<file path="src/hw/rtl/dht_pkg.sv">
// Shared types, constants and codes of the double-hashing table.
`default_nettype none

package dht_pkg;

  // Storage geometry
  localparam int TABLE_DEPTH = 256;
  localparam int ADDR_W      = $clog2(TABLE_DEPTH);
  localparam int SIZE_W      = $clog2(TABLE_DEPTH + 1);

  // Field and register widths
  localparam int VALUE_W     = 31;
  localparam int SIZE_CFG_W  = 9;
  localparam int PRIME_W     = 8;
  localparam int SLOT_W      = 8;
  localparam int CFG_IDX_W   = 1;
  localparam int CFG_DATA_W  = 9;
  localparam int BIT_CNT_W   = $clog2(VALUE_W);

  // Register reset values
  localparam logic [SIZE_CFG_W-1:0] SIZE_RESET  = SIZE_CFG_W'(256);
  localparam logic [PRIME_W-1:0]    PRIME_RESET = PRIME_W'(251);

  typedef enum logic [CFG_IDX_W-1:0] {
    REG_TABLE_SIZE   = 1'b0,
    REG_SECOND_PRIME = 1'b1
  } cfg_reg_t;

  typedef enum logic {
    OP_INSERT = 1'b0,
    OP_SEARCH = 1'b1
  } opcode_t;

  typedef enum logic [1:0] {
    STATUS_INSERTED  = 2'd0,
    STATUS_FULL      = 2'd1,
    STATUS_FOUND     = 2'd2,
    STATUS_NOT_FOUND = 2'd3
  } status_t;

  typedef struct packed {
    opcode_t              opcode;
    logic [VALUE_W-1:0]   value;
  } in_item_t;

  typedef struct packed {
    status_t              status;
    logic [SLOT_W-1:0]    slot;
  } out_item_t;

  typedef enum logic [2:0] {
    ST_CLEAR,
    ST_IDLE,
    ST_HASH,
    ST_SETUP,
    ST_STEP,
    ST_PSETUP,
    ST_PROBE,
    ST_PUSH
  } ctrl_state_t;

  // Commands from controller to datapath
  typedef struct packed {
    logic clr_write;
    logic load;
    logic div_run;
    logic step_load;
    logic probe_load;
    logic probe_run;
    logic res_load;
    logic out_load;
  } ctrl_cmd_t;

  // Status from datapath to controller
  typedef struct packed {
    logic clr_last;
    logic div_last;
    logic probe_hit;
    logic probe_last;
  } dp_status_t;

endpackage

`default_nettype wire

</file>
<file path="src/hw/rtl/dht_ctrl.sv">
// Controller state machine of the double-hashing table.
`default_nettype none

module dht_ctrl (
  input  wire logic                clk,
  input  wire logic                rst,
  input  wire logic                item_valid,
  output logic                     item_ready,
  output logic                     result_valid,
  input  wire logic                result_ready,
  input  wire dht_pkg::dp_status_t sts,
  output dht_pkg::ctrl_cmd_t       cmd
);
  import dht_pkg::*;

  ctrl_state_t state;
  ctrl_state_t state_next;
  logic        result_valid_next;

  always_ff @(posedge clk) begin
    if (rst) begin
      state        <= ST_CLEAR;
      result_valid <= 1'b0;
    end else begin
      state        <= state_next;
      result_valid <= result_valid_next;
    end
  end

  always_comb begin
    state_next = state;
    cmd        = '0;
    item_ready = 1'b0;

    unique case (state)
      ST_CLEAR: begin
        cmd.clr_write = 1'b1;
        if (sts.clr_last) begin
          state_next = ST_IDLE;
        end
      end
      ST_IDLE: begin
        item_ready = 1'b1;
        if (item_valid) begin
          cmd.load   = 1'b1;
          state_next = ST_HASH;
        end
      end
      ST_HASH: begin
        cmd.div_run = 1'b1;
        if (sts.div_last) begin
          state_next = ST_SETUP;
        end
      end
      ST_SETUP: begin
        cmd.step_load = 1'b1;
        state_next    = ST_STEP;
      end
      ST_STEP: begin
        cmd.div_run = 1'b1;
        if (sts.div_last) begin
          state_next = ST_PSETUP;
        end
      end
      ST_PSETUP: begin
        cmd.probe_load = 1'b1;
        state_next     = ST_PROBE;
      end
      ST_PROBE: begin
        cmd.probe_run = 1'b1;
        if (sts.probe_hit || sts.probe_last) begin
          cmd.res_load = 1'b1;
          state_next   = ST_PUSH;
        end
      end
      ST_PUSH: begin
        // hold until the output register is free
        if (!result_valid || result_ready) begin
          cmd.out_load = 1'b1;
          state_next   = ST_IDLE;
        end
      end
      default: begin
        state_next = ST_CLEAR;
      end
    endcase
  end

  always_comb begin
    if (cmd.out_load) begin
      result_valid_next = 1'b1;
    end else if (result_ready) begin
      result_valid_next = 1'b0;
    end else begin
      result_valid_next = result_valid;
    end
  end

endmodule

`default_nettype wire

</file>
<file path="config.mk">
export PLATFORM = sky130hd
export DESIGN_NAME = dht_ctrl
export DESIGN_NICKNAME = d
export VERILOG_FILES = /design/src/hw/rtl/dht_pkg.sv /design/src/hw/rtl/dht_ctrl.sv
export SDC_FILE = /design/constraint.sdc
export NUM_CORES = 1
export LEC_CHECK = 0
export ABC_AREA = 1
export BUFFER_PORTS_ARGS = -buffer_cell sky130_fd_sc_hd__buf_2
export CAP_MARGIN = 20
export CORE_AREA = 2 2 39 41
export CTS_CLUSTER_SIZE = 20
export DETAILED_ROUTE_END_ITERATION = 12
export DIE_AREA = 0 0 41 43
export GPL_TIMING_DRIVEN = 0
export PLACE_DENSITY = 0.5
export SETUP_SLACK_MARGIN = 0.2
export SYNTH_ARGS = -nofsm -noshare
export SYNTH_HDL_FRONTEND = slang
export SYNTH_SLANG_ARGS = --single-unit
</file>
<file path="constraint.sdc">
create_clock -name clk -period 2.57 [get_ports clk]
set_input_delay 0.257 -clock clk [delete_from_list [all_inputs] [get_ports clk]]
set_output_delay 0.257 -clock clk [all_outputs]
set_load 0.03 [all_outputs]
</file>
==> Word-level counts from Yosys, hierarchy flattened <==
Cells that the tools add are included.
Widths: inputs -> output; s select.
{ "totals": {"ff_bits": 4} }
{ "op_classes": {"muxes": 20, "eq_ne": 13, "n_reduce_logical": 7} }
{ "op_table": {"columns": ["cell", "count"], "rows": [
  ["$pmux 3 s8", 1],
  ["$mux 3", 6],
  ["$eq 3x3->1 const B", 4],
  ["$mux 1", 12],
  ["$ne 2x2->1 const B", 6],
  ["$eq 3x2->1 const B", 2],
  ["$reduce_and 6->1", 1],
  ["$eq 3x1->1 const B", 1],
  ["$logic_not 3->1", 1],
  ["$logic_or 1x1->1", 2],
  ["$mux 2", 1],
  ["$reduce_bool 2->1", 1],
  ["$reduce_or 2->1", 1],
  ["$logic_not 1->1", 1]
]} }

==> Logic depth before layout (Yosys ltp) <==
{ "depth": {"depth_word": 5, "depth_mapped": 9, "depth_no_buf": 9} }

==> Worst setup path after synthesis <==
Ideal clock, no wire load.
{ "synth_timing": {"path_type": "reg-to-output", "from": "register state[0]", "to": "output cmd[6] in the netlist's numbering", "path_stages_with_launch": 5, "t_arrival_ns": 1.277, "path_slack_ns": 1.036, "required_time_ns": 2.313, "n_path_buf": 0, "cell_sequence": "dfxtp_1 inv_2 nor2_2 inv_1 nor3_1"} }
{ "synth_rtl": {"columns": ["item", "line", "text"], "rows": [
  ["start, declared", "dht_ctrl.sv:16", "ctrl_state_t state;"],
  ["start signal, assigned", "dht_ctrl.sv:25", "state <= state_next;"],
  ["end, declared", "dht_ctrl.sv:12", "output dht_pkg::ctrl_cmd_t cmd"]
]} }

==> impl_results.md <==
- DR WL/cell: 8.31 um
- Vias after detailed routing: 411
- Worst ir drop on vdd: 0.327 mV
- Mean cell area of the mapped netlist: 6.00 um2
- Width of the die: 41 um
- Number of cells on the worst reg-to-reg path: 8
- Count of fill cells added during filler insertion: 182
- # H-tree levels: 1
- Reg-to-Reg End: state[0]
- Clock tree from TritonCTS: yes
- Lkg Pwr: 0.000301 uW
- Number of inserted diodes: 0
- Cell area after layout: 505 um2
- Hold Buf Count CTS: 0
- Source of the critical timing path: state[1]
- Result of the run: finished, final reports clean
- Signed area change from the synthesized netlist to the final layout: 33.8%
- PortBufs: 17
- Synth Cell Area: 378 um2
- Placer congestion estimate: 0.769
- Fmax achieved: 650 MHz
- Total negative slack: 0 ns
- Setup Crit Path Kind: reg2out
- Detailed-router iteration count before antenna repair: 4
- Antenna violations before repair: 0
- Number of clock sinks: 4
- Worst rel slew slack: 86.5%
- Net count after synthesis: 71
- Quantity of gates resized following cts: 0
- Shortest period the worst path allows: 1.54 ns
- Cell count of the worst hold path: 2
- DIE AREA: 1760 um2
- GR Overflow Total: 0
- Worst-path fanout max: 9
- Leading area contributor after synthesis: sky130_fd_sc_hd__dfxtp_1
- Number of placed I/O pins: 18
- Maximum number of pins on one net before global-route repair: 11
- Data arrival at the endpoint of the critical path: 1.28 ns
- Required time of the critical path: 2.31 ns
- Worst min-delay path category: in2reg
- Share of final-layout standard cells stronger than drive strength 1: 43.4%
- Synth warnings: 0
- Number of routed nets with antenna violations: 0
- Number of DRC violations after detailed routing: 0
- Unrepaired setup endpoints after global routing: no
- Startpoint Class: flip-flop
- Effective utilization at floorplan: 27.3%
- Max-capacitance violation count: 0
- Fin Clk Skew: 0.00255 ns
- Core region area: 1380 um2
- Number of failing hold endpoints at the final stage: 0
- Final nets: 93
- Post-synthesis sequential area ratio: 21.2%
- Cell types occupying the most area after synthesis: sky130_fd_sc_hd__dfxtp_1 21%, sky130_fd_sc_hd__nor2_1 18%, sky130_fd_sc_hd__nand2_2 8.3%
- Post-Route Hold Slack: 0.213 ns
- Hold worst-path end: result_valid
- Final Routed Wirelength: 823 um
- Die span in y: 43 um
- Post-CTS Setup Repair Bufs: 0
- Worst-Margin Slew: 0.202 ns
- Number of buffers added by the clock tree synthesis step: 3
- Global-route wire length before repair: 1.35 mm
- Area fraction of the dominant cell type after synthesis: 21.2%
- Reg2Reg Setup Slack: 1.40 ns
- Final number of setup-violating endpoints: 0
- Overall Global Routing Usage: 11.6%
- Number of distinct standard cells referenced by the synthesized netlist: 17
- Post-synthesis register bit count: 4
- Vias per cell: 4.15
- Gate Count Post-Synth: 63
- Buffer cell driving the clock tree root: sky130_fd_sc_hd__clkbuf_4
- Fin crit share: 59.9%
- Pwr Density: 1060 nW/um2
- Launch instance of the worst register-to-register path: state[1]
- Footprint of the multi-input gates: 234 um2
- Max-slew violation count: 0
- Via count of the first global-routing pass: 349
- CTS Buffer Depth: 2
- Post-detailed-placement half-perimeter wirelength: 665 um
- Most used cells in the layout excluding fill and tap cells: 18 x sky130_fd_sc_hd__nor2_1, 17 x sky130_fd_sc_hd__buf_2, 8 x sky130_fd_sc_hd__nand2_1
- Most common library cell in the layout ignoring fill and taps: sky130_fd_sc_hd__nor2_1
- Total placed instance area: 483 um2
- Clock slew at the register clock pins of the worst setup and hold paths: 0.04 ns
- Sequential Area: 80.1 um2
- Skew-Pair Late Insertion Delay: 0.23 ns
- Endpoint kind of the worst setup timing path: output pin
- Violation count after the first detailed-route iteration: 8
- Critical hold path startpoint: rst
- Number of rows in the core area: 14
==> layer usage <==
metal | GRT usage (%) | share of wire, %
met1 | 13.8 | 49
met2 | 16.3 | 46
met3 | 7.85 | 4.1
met4 | 4.00 | 0
met5 | 0 | 0
==> report_power, final <==
group	switching (uW)	internal (uW)	total, uW	leakage, uW
Combinational	241	120	361	0.000254
Clock	24.5	52.2	76.6	0.0000138
Sequential	15.6	80.6	96.2	0.0000329
==> synthesized netlist by cell type, drive strengths merged <==
library cell and number:
a211oi 1, a21oi 2, and2 1, buf 3, dfxtp 4, inv 10, nand2 13, nand3 6
nand3b 2, nor2 20, nor3 1
==> final cells by class <==
class	count	share of cell area, %
plain buffers	3	5.20
clock buffers	3	4.46
inverters	10	7.43
multi-input cells	46	46.3
flip-flops and latches	4	15.8
well taps	16	3.96
repair buffers	17	16.8
==> registers in the layout, summed over array words and instances, names as in the netlist <==
name	flops
result_valid	1
state	3
==> worst max-delay path, stage by stage (launching register included) <==
cell and delay, ns:
sky130_fd_sc_hd__dfxtp_1 0.30, sky130_fd_sc_hd__buf_4 0.16, sky130_fd_sc_hd__nand3_1 0.14, sky130_fd_sc_hd__nor2_1 0.16, sky130_fd_sc_hd__buf_4 0.12, sky130_fd_sc_hd__buf_2 0.18
==> kinds of logic after synthesis <==
| logic type | Yosys count | synth area share [%] |
|---|---|---|
| flops | 4 | 21.2 |
| compound gates | 3 | 4.64 |
| buf+inv | 13 | 16.9 |
| simple gates | 43 | 57.3 |
==> worst max path at each step <==
stage	endpoint	slack (ns)	cells past startpoint
finish	cmd[0]	1.03	5
global route	cmd[0]	0.91	5
CTS	cmd[6]	1.02	5
detailed placement	cmd[6]	1.27	5
global placement	cmd[0]	1.27	5
floorplan	cmd[6]	1.04	4
==> per-stage QoR <==
stage | util [%] | total power, uW | setup slack (ns) | instances
2_1_floorplan | - | 386 | 1.04 | 63
3_3_place_gp | 34.9 | 461 | 1.27 | 96
3_5_place_dp | 34.9 | 461 | 1.27 | 96
4_1_cts | 36.5 | 543 | 1.02 | 99
5_1_grt | 36.5 | 591 | 0.912 | 99
6_report | 36.5 | 534 | 1.03 | 99
No activity file was read; power rests on OpenSTA's default activity.
